[src/hw/rtl/rnbs_pkg.sv]
// shared types, widths and codes for the row nonzero-count block splitter
`timescale 1ns / 1ps

package rnbs_pkg;

	// field and register widths
	localparam int COUNT_WIDTH_DEF = 32;
	localparam int CFG_W           = 32;
	localparam int RATE_W          = 16;
	localparam int BLK_W           = 16;
	// a 32-bit bound times a 16-bit factor never exceeds 48 bits
	localparam int WIN_W           = CFG_W + RATE_W;
	localparam int CFG_IDX_W       = 2;

	// register reset values
	localparam logic [CFG_W-1:0]  INITIAL_BOUND_RST = CFG_W'(32);
	localparam logic [CFG_W-1:0]  MAXIMUM_BOUND_RST = CFG_W'(1024);
	localparam logic [RATE_W-1:0] GROWTH_FACTOR_RST = RATE_W'(2);
	localparam logic [BLK_W-1:0]  BLOCK_LIMIT_RST   = BLK_W'(64);

	// register indexes
	typedef enum logic [CFG_IDX_W-1:0] {
		CFG_INITIAL_BOUND = 2'd0,
		CFG_MAXIMUM_BOUND = 2'd1,
		CFG_GROWTH_FACTOR = 2'd2,
		CFG_BLOCK_LIMIT   = 2'd3
	} cfg_idx_t;

	// sequencer states
	typedef enum logic [1:0] {
		ST_IDLE,
		ST_EVAL,
		ST_SEARCH,
		ST_DONE
	} state_t;

	// settings the window search needs
	typedef struct packed {
		logic [CFG_W-1:0]  initial_bound;
		logic [CFG_W-1:0]  maximum_bound;
		logic [RATE_W-1:0] growth_factor;
	} win_cfg_t;

endpackage

[src/hw/rtl/row_nnz_geometric_block_splitter.sv]
// top level: settings, block counting sequencer and output word register
//
// channel  dir  tdata                              tuser
// s_*      in   row_count                          first_row
// m_*      out  block_number                       block_start, over_limit
// cfg_*    in   write of one setting by index      -
//
// a row that keeps its window, or is refused, goes from acceptance through
// the eval and done states to its result word; a row placed in the top window
// also passes the search state, and a row that searches below the maximum
// bound stays there while the shared window unit takes its multiply steps.
// the block returns to idle before the next row is accepted, so it takes no
// new row before the last one has reached the output register. the result
// waits in the output register while the next row is taken in; a row only
// stalls when the word before it has not left. reset restores the settings,
// empties the window and clears the block count and the refusal flag.
`timescale 1ns / 1ps

module row_nnz_geometric_block_splitter
	import rnbs_pkg::*;
#(
	parameter int COUNT_WIDTH = COUNT_WIDTH_DEF,
	localparam int IN_DATA_W  = ((COUNT_WIDTH + 7) / 8) * 8
) (
	input  logic                 clk,
	input  logic                 arst_n,
	input  logic                 s_tvalid,
	output logic                 s_tready,
	input  logic [IN_DATA_W-1:0] s_tdata,    // row_count
	input  logic                 s_tuser,    // first_row
	output logic                 m_tvalid,
	input  logic                 m_tready,
	output logic [BLK_W-1:0]     m_tdata,    // block_number
	output logic [1:0]           m_tuser,    // block_start, over_limit
	input  logic                 cfg_wen,
	input  logic [CFG_IDX_W-1:0] cfg_index,
	input  logic [CFG_W-1:0]     cfg_wdata
);

	state_t                 state_q, state_d;
	logic [CFG_W-1:0]       initial_q;
	logic [CFG_W-1:0]       maximum_q;
	logic [RATE_W-1:0]      growth_q;
	logic [BLK_W-1:0]       limit_q;
	logic [COUNT_WIDTH-1:0] count_q;
	logic                   first_q;
	logic [BLK_W-1:0]       blocks_q;
	logic                   refused_q;
	logic                   start_q;
	logic                   out_valid_q;
	logic [BLK_W-1:0]       out_blocks_q;
	logic                   out_start_q;
	logic                   out_refused_q;
	win_cfg_t               win_cfg;
	logic                   win_start;
	logic                   win_busy;
	logic [WIN_W-1:0]       win_low;
	logic [WIN_W-1:0]       win_high;
	logic [WIN_W-1:0]       count_x;
	logic                   in_window;
	logic                   restart;
	logic [BLK_W:0]         next_blocks;
	logic                   over;
	logic                   search;
	logic                   out_load;

	// settings
	always_ff @(posedge clk or negedge arst_n) begin
		if (!arst_n) begin
			initial_q <= INITIAL_BOUND_RST;
			maximum_q <= MAXIMUM_BOUND_RST;
			growth_q  <= GROWTH_FACTOR_RST;
			limit_q   <= BLOCK_LIMIT_RST;
		end else if (cfg_wen) begin
			unique case (cfg_idx_t'(cfg_index))
				CFG_INITIAL_BOUND: initial_q <= cfg_wdata;
				CFG_MAXIMUM_BOUND: maximum_q <= cfg_wdata;
				CFG_GROWTH_FACTOR: growth_q  <= cfg_wdata[RATE_W-1:0];
				CFG_BLOCK_LIMIT:   limit_q   <= cfg_wdata[BLK_W-1:0];
				default:           ;
			endcase
		end
	end

	assign win_cfg = '{initial_bound: initial_q, maximum_bound: maximum_q,
		growth_factor: growth_q};

	// row decision against the current window
	always_comb begin
		count_x     = WIN_W'(count_q);
		in_window   = ((count_x >= win_low) && (count_x < win_high)) ||
			((count_x >= win_high) && (win_high > WIN_W'(maximum_q)));
		restart     = first_q || ((blocks_q == '0) && !refused_q);
		next_blocks = {1'b0, blocks_q} + (BLK_W + 1)'(1);
		over        = next_blocks[BLK_W] || (next_blocks > {1'b0, limit_q});
		search      = restart || (!refused_q && !in_window && !over);
	end

	// next state
	always_comb begin
		state_d = state_q;
		unique case (state_q)
			ST_IDLE:   if (s_tvalid) state_d = ST_EVAL;
			ST_EVAL:   state_d = search ? ST_SEARCH : ST_DONE;
			ST_SEARCH: if (!win_busy) state_d = ST_DONE;
			ST_DONE:   if (!out_valid_q || m_tready) state_d = ST_IDLE;
			default:   state_d = ST_IDLE;
		endcase
	end

	// sequencer outputs
	always_comb begin
		s_tready  = 1'b0;
		win_start = 1'b0;
		out_load  = 1'b0;
		unique case (state_q)
			ST_IDLE:   s_tready  = 1'b1;
			ST_EVAL:   win_start = search;
			ST_SEARCH: ;
			ST_DONE:   out_load  = !out_valid_q || m_tready;
			default:   ;
		endcase
	end

	always_ff @(posedge clk or negedge arst_n) begin
		if (!arst_n) state_q <= ST_IDLE;
		else         state_q <= state_d;
	end

	// accepted row
	always_ff @(posedge clk) begin
		if (s_tvalid && s_tready) begin
			count_q <= s_tdata[COUNT_WIDTH-1:0];
			first_q <= s_tuser;
		end
	end

	// block count and refusal
	always_ff @(posedge clk or negedge arst_n) begin
		if (!arst_n) begin
			blocks_q  <= '0;
			refused_q <= 1'b0;
			start_q   <= 1'b0;
		end else if (state_q == ST_EVAL) begin
			if (restart) begin
				blocks_q  <= BLK_W'(1);
				refused_q <= 1'b0;
				start_q   <= 1'b1;
			end else if (!refused_q && !in_window) begin
				blocks_q  <= next_blocks[BLK_W] ? '1 : next_blocks[BLK_W-1:0];
				refused_q <= over;
				start_q   <= 1'b1;
			end else begin
				start_q   <= 1'b0;
			end
		end
	end

	rnbs_window #(
		.COUNT_WIDTH(COUNT_WIDTH)
	) u_window (
		.clk     (clk),
		.arst_n  (arst_n),
		.start   (win_start),
		.count   (count_q),
		.cfg     (win_cfg),
		.busy    (win_busy),
		.win_low (win_low),
		.win_high(win_high)
	);

	// result word register
	always_ff @(posedge clk or negedge arst_n) begin
		if (!arst_n) begin
			out_valid_q <= 1'b0;
		end else if (out_load) begin
			out_valid_q <= 1'b1;
		end else if (m_tready) begin
			out_valid_q <= 1'b0;
		end
	end

	always_ff @(posedge clk) begin
		if (out_load) begin
			out_blocks_q  <= blocks_q;
			out_start_q   <= start_q;
			out_refused_q <= refused_q;
		end
	end

	assign m_tvalid = out_valid_q;
	assign m_tdata  = out_blocks_q;
	assign m_tuser  = {out_refused_q, out_start_q};

	// checks
	a_win_busy_in_search: assert property (@(posedge clk) disable iff (!arst_n)
		win_busy |-> (state_q == ST_SEARCH))
		else $error("window unit busy outside search");

	a_refused_has_blocks: assert property (@(posedge clk) disable iff (!arst_n)
		(m_tvalid && m_tuser[1]) |-> (m_tdata != '0))
		else $error("refusal reported with no block open");

	a_start_has_blocks: assert property (@(posedge clk) disable iff (!arst_n)
		(m_tvalid && m_tuser[0]) |-> (m_tdata != '0))
		else $error("block start reported with zero block count");

endmodule

[src/hw/rtl/rnbs_window.sv]
// iterative window search around one shared 32x16 multiplier
`timescale 1ns / 1ps

module rnbs_window
	import rnbs_pkg::*;
#(
	parameter int COUNT_WIDTH = COUNT_WIDTH_DEF
) (
	input  logic                   clk,
	input  logic                   arst_n,
	input  logic                   start,
	input  logic [COUNT_WIDTH-1:0] count,     // held stable by the sequencer during a search
	input  win_cfg_t               cfg,
	output logic                   busy,
	output logic [WIN_W-1:0]       win_low,
	output logic [WIN_W-1:0]       win_high
);

	logic              busy_q;
	logic [WIN_W-1:0]  lo_q;
	logic [WIN_W-1:0]  hi_q;
	logic [RATE_W-1:0] rate;
	logic [WIN_W-1:0]  init_x;
	logic [WIN_W-1:0]  max_x;
	logic [WIN_W-1:0]  count_x;
	logic [CFG_W-1:0]  mul_a;
	logic [WIN_W-1:0]  prod;
	logic              step;

	// clamp factor and first bound
	always_comb begin
		rate    = (cfg.growth_factor < RATE_W'(2)) ? RATE_W'(2) : cfg.growth_factor;
		init_x  = (cfg.initial_bound == '0) ? WIN_W'(1) : WIN_W'(cfg.initial_bound);
		max_x   = WIN_W'(cfg.maximum_bound);
		count_x = WIN_W'(count);
	end

	// shared multiplier: top window on start, current upper end while searching
	always_comb begin
		mul_a = busy_q ? hi_q[CFG_W-1:0] : cfg.maximum_bound;
		prod  = WIN_W'(mul_a) * WIN_W'(rate);
		step  = (count_x >= hi_q) && (hi_q <= max_x);
	end

	// one window step per cycle
	always_ff @(posedge clk or negedge arst_n) begin
		if (!arst_n) begin
			busy_q <= 1'b0;
			lo_q   <= '0;
			hi_q   <= '0;
		end else if (start) begin
			if (count_x < max_x) begin
				lo_q   <= '0;
				hi_q   <= init_x;
				busy_q <= 1'b1;
			end else begin
				lo_q <= max_x;
				hi_q <= prod;
			end
		end else if (busy_q) begin
			if (step) begin
				lo_q <= hi_q;
				hi_q <= prod;
			end else begin
				busy_q <= 1'b0;
			end
		end
	end

	assign busy     = busy_q;
	assign win_low  = lo_q;
	assign win_high = hi_q;

endmodule

[config.mk]
export PLATFORM = sky130hd
export DESIGN_NAME = row_nnz_geometric_block_splitter
export DESIGN_NICKNAME = d
export VERILOG_FILES = /design/src/hw/rtl/rnbs_pkg.sv /design/src/hw/rtl/row_nnz_geometric_block_splitter.sv /design/src/hw/rtl/rnbs_window.sv
export SDC_FILE = /design/constraint.sdc
export NUM_CORES = 2
export LEC_CHECK = 0
export ABC_CLOCK_PERIOD_IN_PS = 7350
export BUFFER_PORTS_ARGS = -buffer_cell sky130_fd_sc_hd__buf_2
export CAP_MARGIN = 10
export CORE_MARGIN = 3
export CORE_UTILIZATION = 40
export CTS_BUF_LIST = sky130_fd_sc_hd__clkbuf_4 sky130_fd_sc_hd__clkbuf_8 sky130_fd_sc_hd__clkbuf_16
export CTS_CLUSTER_DIAMETER = 30
export CTS_CLUSTER_SIZE = 40
export DETAILED_ROUTE_END_ITERATION = 8
export GPL_TIMING_DRIVEN = 0
export PLACE_DENSITY = 0.57
export SKIP_LAST_GASP = 1
export SLEW_MARGIN = 40
export SYNTH_ARGS = -nofsm -noshare
export SYNTH_HDL_FRONTEND = slang
export SYNTH_SLANG_ARGS = --single-unit
[constraint.sdc]
create_clock -name clk -period 7.35 [get_ports clk]
set_input_delay 0.735 -clock clk [delete_from_list [all_inputs] [get_ports clk]]
set_output_delay 0.735 -clock clk [all_outputs]
set_load 0.03 [all_outputs]
Word-level counts from Yosys, hierarchy flattened

Cells that the tools add are included.

Register bits: 265
Latch bits: 0
Memory bits (writable): 0
Bits in read-only memories: 0
Input bits: 72
Output and inout bits: 20
Logic and storage cells: 100
Memories: 0

$add $sub $neg: 1
Multipliers: 1
Div/mod/pow operators: 0
Magnitude comparators: 8
Equality and inequality tests: 10
Shift operators: 0
Multiplexer cells: 32
Bitwise gates (word level): 0
Reduce and logical (&&, ||, !) cells: 31

Operators by type and width:

| cell                    | number |
|---|---|
| $mux W48                | 7 |
| $ge A32 B48 Y1          | 2 |
| $mux W32                | 3 |
| $mux W16                | 4 |
| $gt A48 B32 Y1          | 1 |
| $le A48 B32 Y1          | 1 |
| $lt A32 B48 Y1          | 1 |
| $mul A32 B16 Y48        | 1 |
| $logic_not A32 Y1       | 1 |
| $lt A32 B32 Y1          | 1 |
| $add A16 B1 Y17 const B | 1 |
| $gt A17 B16 Y1          | 1 |
| $logic_not A16 Y1       | 1 |
| $lt A16 B2 Y1 const B   | 1 |
| $mux W1                 | 14 |
| $reduce_and A2 Y1       | 6 |
| $eq A2 B2 Y1 const B    | 4 |
| $ne A2 B2 Y1 const B    | 4 |
| $pmux W2 S4             | 1 |
| $reduce_bool A2 Y1      | 4 |
| $logic_and A1 B1 Y1     | 7 |
| $mux W2                 | 3 |
| $logic_or A1 B1 Y1      | 5 |
| $eq A2 B1 Y1 const B    | 2 |
| 3 further kinds         | 7 |

Depth between registers and ports, before layout

Depth in word-level cells: 10
Mapped depth: 30
Mapped depth without buffers: 27

By module

A second synthesis with hierarchy kept.

Cell total of the unflattened synthesis: 3523
Area, all modules: 32665.1 um2

Modules (own cells, without submodules):

| module                           | instances | cells each | area an instance (um2) | seq. area each (um2) |
|---|---|---|---|---|
| rnbs_window                      | 1         | 2678       | 23082.1                | 2427.3 |
| row_nnz_geometric_block_splitter | 1         | 845        | 9582.9                 | 4464.3 |

Worst setup path before layout

OpenSTA, ideal clock, no wires.

Kind: register -> register
Start point: register u_window.busy_q, in the netlist u_window.busy
End point: register u_window.hi_q[46], in the netlist u_window.win_high[46]
Setup time: 0.090 ns
Arrival: 7.047 ns
Data required time: 7.260 ns
Path slack: 0.212 ns
Cell stages (with the launch flop): 29
Buffers on the path: 5
Clock period less this slack: 7.138 ns
Path through: dfrtp_1 clkbuf_1 clkbuf_1 clkbuf_1 nand2_1 o21ai_0 clkbuf_1 nand2_1 fa_1 fa_1 fa_1 fa_1 inv_1 fa_1 inv_1 fa_1 inv_1 ha_1 clkbuf_1 a211oi_1 o21bai_1 o31ai_1 o21ai_0 a21oi_1 o31a_1 o31a_1 o21a_1 a2111o_1 o221ai_1

Longest elaborated chain between the ends: 5
Elaborated cells between the ends (all ways): 8
Classes of those cells: mul (1); mux (5); reduce/logical (2)

RTL lines:

| what                   | RTL line          | text |
|---|---|---|
| from (decl)            | rnbs_window.sv:19 | `logic busy_q;` |
| from (signal assigned) | rnbs_window.sv:48 | `busy_q <= 1'b0;` |
| from (signal assigned) | rnbs_window.sv:55 | `busy_q <= 1'b1;` |
| from (signal assigned) | rnbs_window.sv:65 | `busy_q <= 1'b0;` |
| $mux W32               | rnbs_window.sv:40 | `mul_a = busy_q ? hi_q[CFG_W-1:0] : cfg.maximum_bound;` |
| $mul A32 B16 Y48       | rnbs_window.sv:41 | `prod = WIN_W'(mul_a) * WIN_W'(rate);` |
| $mux W48               | rnbs_window.sv:61 | `if (step) begin` |
| $mux W48               | rnbs_window.sv:60 | `end else if (busy_q) begin` |
| $mux W48               | rnbs_window.sv:51 | `end else if (start) begin` |
| to (signal assigned)   | rnbs_window.sv:54 | `hi_q <= init_x;` |
| to (signal assigned)   | rnbs_window.sv:58 | `hi_q <= prod;` |
| to (signal assigned)   | rnbs_window.sv:63 | `hi_q <= prod;` |
| to (decl)              | rnbs_window.sv:21 | `logic [WIN_W-1:0] hi_q;` |

Several ways; a longest one is shown, not always the timed one. The select of a mux whose other input is x is not followed.
A chain may end at the register's enable or synchronous reset.

Worst setup path after layout

Ends and elaborated chain as after synthesis.

==> run_summary.xml <==
<?xml version="1.0" encoding="UTF-8"?>
<metrics>
  <group name="run_status">
    <metric name="outcome" unit="">completed</metric>
  </group>
  <group name="yosys">
    <metric name="synthesis.yosys.warnings" unit="">0</metric>
    <metric name="synth_nets" unit="">4081</metric>
    <metric name="synth_area_per_cell" unit="sq um">9.23</metric>
    <metric name="seq_area_frac_synth" unit="%">22.5</metric>
    <metric name="synth_async_sr_flop_share" unit="%">80.8</metric>
    <metric name="ys_seq_elements" unit="">265</metric>
    <metric name="synthDistinctLibCells" unit="">73</metric>
    <metric name="post_synth_instance_area" unit="sq mm">0.0307</metric>
    <metric name="main_flop_type_after_synthesis" unit="">sky130_fd_sc_hd__dfrtp_1</metric>
    <metric name="cell_count_after_synthesis" unit="">3322</metric>
    <metric name="synth-edff-count" unit="">51</metric>
  </group>
  <group name="floorplanning">
    <metric name="dieHeight" unit="microns">283</metric>
    <metric name="dieArea" unit="sq mm">0.0800</metric>
    <metric name="io-pin-count" unit="">92</metric>
    <metric name="initial_utilization" unit="%">40.8</metric>
    <metric name="core.rowCount" unit="">100</metric>
    <metric name="placeableCoreArea" unit="sq mm">0.0752</metric>
    <metric name="die_width" unit="microns">283</metric>
  </group>
  <group name="cts">
    <metric name="cts_root_buffer" unit="">sky130_fd_sc_hd__clkbuf_16</metric>
    <metric name="cts_made_buffers" unit="">40</metric>
    <metric name="worst_skew_pair.late_latency" unit="ns">0.53</metric>
    <metric name="path_clk_slew" unit="ns">0.06</metric>
    <metric name="cts_buffer_depth" unit="">3</metric>
    <metric name="clock_tree.htree_level_count" unit="">2</metric>
    <metric name="cts_tree" unit="">yes</metric>
    <metric name="numClockSinks" unit="">265</metric>
  </group>
  <group name="place">
    <metric name="finalWeightedCongestion" unit="">0.940</metric>
    <metric name="placed_area" unit="sq mm">0.0326</metric>
    <metric name="post-place-ws" unit="ns">-1.64</metric>
    <metric name="post-dp-hpwl" unit="mm">76.0</metric>
    <metric name="portBuffers" unit="">91</metric>
  </group>
  <group name="worst_setup_path">
    <metric name="critical_path_required" unit="ns">7.78</metric>
    <metric name="worst_ep_arrival_time" unit="ns">7.63</metric>
    <metric name="path_delay_family" unit="">adder cells</metric>
    <metric name="worst-r2r-setup-slack" unit="ns">0.15</metric>
    <metric name="type_of_element_launching_the_critical_path" unit="">flip-flop</metric>
    <metric name="timing.critical_path.buf_inv" unit="">7</metric>
    <metric name="termination_of_the_worst_setup_path" unit="">u_window.win_high[46]$_DFFE_PN0P_</metric>
    <metric name="critPathMostFrequentCell" unit="">sky130_fd_sc_hd__fa_1</metric>
    <metric name="slowest_stage" unit="">sky130_fd_sc_hd__fa_1</metric>
    <metric name="crit_path_start" unit="">u_window.busy$_DFFE_PN0P_</metric>
    <metric name="r2r_start" unit="">u_window.busy$_DFFE_PN0P_</metric>
    <metric name="r2r.worst_path.cells" unit="">27</metric>
    <metric name="worst-path-stages" unit="">27</metric>
    <metric name="rr_endpoint" unit="">u_window.win_high[46]$_DFFE_PN0P_</metric>
    <metric name="setup.worst_path.class" unit="">reg -&gt; reg</metric>
    <metric name="critical_path.endpoint_type" unit="">flip-flop</metric>
    <metric name="crit_fanout" unit="">10</metric>
    <metric name="timing.critical_path.slowest_cell_delay" unit="ns">0.57</metric>
  </group>
  <group name="timing">
    <metric name="worstMarginPinSlew" unit="ns">0.790</metric>
    <metric name="final_critical_path_setup_slack" unit="ns">0.146</metric>
    <metric name="report.final.slew_viol_count" unit="">0</metric>
    <metric name="post-route-period-util" unit="%">98.0</metric>
    <metric name="min_period" unit="ns">7.20</metric>
    <metric name="setup_viol" unit="">0</metric>
    <metric name="slew_headroom" unit="%">46.3</metric>
    <metric name="finalHoldViolations" unit="">0</metric>
    <metric name="finalClockSkew" unit="ns">0.0186</metric>
    <metric name="achievable-frequency" unit="MHz">139</metric>
    <metric name="rsz0062_at_grt" unit="">yes</metric>
  </group>
  <group name="routing">
    <metric name="avgViaCountPerCell" unit="">5.23</metric>
    <metric name="detail_route.wirelength" unit="mm">94.6</metric>
    <metric name="dr_total_vias" unit="">23800</metric>
    <metric name="avgRoutedWirePerCell" unit="microns">20.7</metric>
    <metric name="dr_iter_0_viols" unit="">1486</metric>
    <metric name="remaining_number_of_nets_flagged_by_the_antenna_check_after_routing" unit="">0</metric>
    <metric name="drtPass1Iterations" unit="">5</metric>
    <metric name="remaining_drc_errors" unit="">0</metric>
  </group>
  <group name="global_routing">
    <metric name="largest_net_degree_at_the_start_of_global_routing" unit="">74</metric>
    <metric name="antenna_found_initial" unit="">3</metric>
    <metric name="globalRouteTotalUtil" unit="%">23.8</metric>
    <metric name="first_global_vias" unit="">25000</metric>
    <metric name="grt_pass1_wl" unit="mm">149</metric>
    <metric name="globalRouteOverflowTotal" unit="">0</metric>
  </group>
  <group name="finish">
    <metric name="flow.area_growth_from_synthesis" unit="%">15.5</metric>
    <metric name="fillerInstances" unit="">7229</metric>
    <metric name="layout.cell_area.non_filler" unit="sq mm">0.0354</metric>
    <metric name="multiInputGateArea" unit="sq mm">0.0217</metric>
    <metric name="design.final.nets" unit="">4269</metric>
    <metric name="ff_latch_area" unit="sq mm">0.00690</metric>
    <metric name="layout-drive-gt1-share" unit="%">13.9</metric>
  </group>
  <group name="min_path">
    <metric name="min_path_type" unit="">in -&gt; reg</metric>
    <metric name="hold_path_startpoint" unit="">s_tdata[20]</metric>
  </group>
  <group name="flow_run">
    <metric name="max_cap_viol_count" unit="">0</metric>
  </group>
</metrics>
## area by class of cell
cell class	instances	share of cell area, %
diodes	2	0.0141
well taps	1020	3.60
flip-flops and latches	265	19.5
repair buffers	158	3.10
inverters	598	6.34
clock inverters	27	0.887
multi-input cells	2307	61.2
plain buffers	140	2.41
clock buffers	45	3.00
## synth_stat cells (4+ instances only)
cell	instances	area share, %
sky130_fd_sc_hd__buf_2	6	0.098
sky130_fd_sc_hd__and2_1	173	3.5
sky130_fd_sc_hd__dfstp_2	4	0.34
sky130_fd_sc_hd__o21a_1	15	0.37
sky130_fd_sc_hd__or3_1	4	0.082
sky130_fd_sc_hd__a22o_1	5	0.14
sky130_fd_sc_hd__nor2b_1	42	0.86
sky130_fd_sc_hd__a21oi_1	140	2.3
sky130_fd_sc_hd__nor4_1	25	0.51
sky130_fd_sc_hd__o211ai_1	12	0.29
sky130_fd_sc_hd__a221oi_1	6	0.17
sky130_fd_sc_hd__clkbuf_1	140	1.7
sky130_fd_sc_hd__a211oi_1	21	0.51
sky130_fd_sc_hd__inv_1	598	7.3
sky130_fd_sc_hd__nand2_1	456	5.6
sky130_fd_sc_hd__o21bai_1	13	0.32
sky130_fd_sc_hd__ha_1	269	11
sky130_fd_sc_hd__nand3_1	66	1.1
sky130_fd_sc_hd__a211o_1	4	0.11
sky130_fd_sc_hd__fa_1	418	27
sky130_fd_sc_hd__nand2b_1	15	0.31
sky130_fd_sc_hd__o21ai_0	140	2.3
sky130_fd_sc_hd__edfxtp_1	51	5.0
sky130_fd_sc_hd__nand4_1	29	0.59
sky130_fd_sc_hd__nor2_1	121	1.5
sky130_fd_sc_hd__a41oi_1	5	0.14
sky130_fd_sc_hd__mux2_2	97	3.6
sky130_fd_sc_hd__o31ai_1	5	0.12
sky130_fd_sc_hd__nor3_1	18	0.29
sky130_fd_sc_hd__xor2_1	20	0.57
sky130_fd_sc_hd__a22oi_1	5	0.12
sky130_fd_sc_hd__a21o_1	43	1.1
sky130_fd_sc_hd__a31oi_1	25	0.51
sky130_fd_sc_hd__o21ai_1	8	0.13
sky130_fd_sc_hd__and3_1	26	0.53
sky130_fd_sc_hd__dfrtp_1	210	17
sky130_fd_sc_hd__xnor2_1	35	1.0
sky130_fd_sc_hd__and4_1	4	0.11
## metal layers
layer | GRT usage, % | vias to the layer above | part of all wire, %
li1 | - | 11000 | -
met2 | 38.8 | 764 | 46
met5 | 0 | - | 0
met1 | 32.9 | 11900 | 44
met3 | 3.46 | 146 | 6.9
met4 | 7.22 | 0 | 3.2
## registers in the layout, summed over array words and instances (netlist names)
register,cells
m_tvalid,1
refused_q,1
maximum_q,32
growth_q,16
m_tdata,16
first_q,1
out_refused_q,1
count_q,32
initial_q,32
u_window.busy,1
limit_q,16
u_window.win_low,48
u_window.win_high,48
state_q,2
start_q,1
blocks_q,16
out_start_q,1
## timing repair
action,4_1_cts,5_1_grt
buffers inserted,20,40
endpoints found under the hold margin,9,0
resized for setup,149,126
setup endpoints to repair,35,25
cloned,1,1
hold buffers,1,0
pin swaps,11,46
## kinds of logic after synthesis
| logic type | after synthesis | share of synthesized area [%] |
|---|---|---|
| AOI/OAI and AO/OA | 476 | 9.53 |
| xor gates and xnor gates | 55 | 1.57 |
| adders and majority gates | 687 | 38.3 |
| buffers and inverters | 750 | 9.25 |
| DFF | 265 | 22.5 |
| muxes | 100 | 3.69 |
| and+or+nand+nor | 989 | 15.2 |
## through the flow
stage | hold WS [ns] | setup TNS, ns | utilization [%] | instances
finish | 0.379 | 0 | 47.1 | 4562
global route | 0.351 | -0.175 | 47.1 | 4560
CTS | 0.343 | -0.0577 | 46.0 | 4521
detailed placement | 0.446 | -39.64 | 43.3 | 4437
global placement | 0.452 | -48.14 | 43.1 | 4433
floorplan | 0.423 | 0 | - | 3322
## cells in the final DEF (no fill, tap or decap), types with 87 or more instances in the layout
master,Yosys,layout
sky130_fd_sc_hd__ha_1,269,248
sky130_fd_sc_hd__nand2_1,456,455
sky130_fd_sc_hd__o21ai_0,140,109
sky130_fd_sc_hd__mux2_2,97,96
sky130_fd_sc_hd__and2_1,173,170
sky130_fd_sc_hd__dfrtp_1,210,202
sky130_fd_sc_hd__nor2_1,121,120
sky130_fd_sc_hd__buf_2,6,97
sky130_fd_sc_hd__clkbuf_1,140,87
sky130_fd_sc_hd__fa_1,418,412
sky130_fd_sc_hd__inv_1,598,598
sky130_fd_sc_hd__a21oi_1,140,132
## worst min path at each step
stage / endpoint / slack [ns] / depth (start not counted)
after floorplan: m_tdata[12]$_DFFE_PP_ / 0.42 / 0
after global placement: m_tdata[9]$_DFFE_PP_ / 0.45 / 0
after detailed placement: m_tdata[9]$_DFFE_PP_ / 0.45 / 0
after CTS: count_q[18]$_DFFE_PP_ / 0.34 / 1
after global routing: count_q[24]$_DFFE_PP_ / 0.35 / 1
final: count_q[20]$_DFFE_PP_ / 0.38 / 1
Power is not shown: default switching activity piles up to over one toggle a cycle in this logic, so the estimate is an artifact.
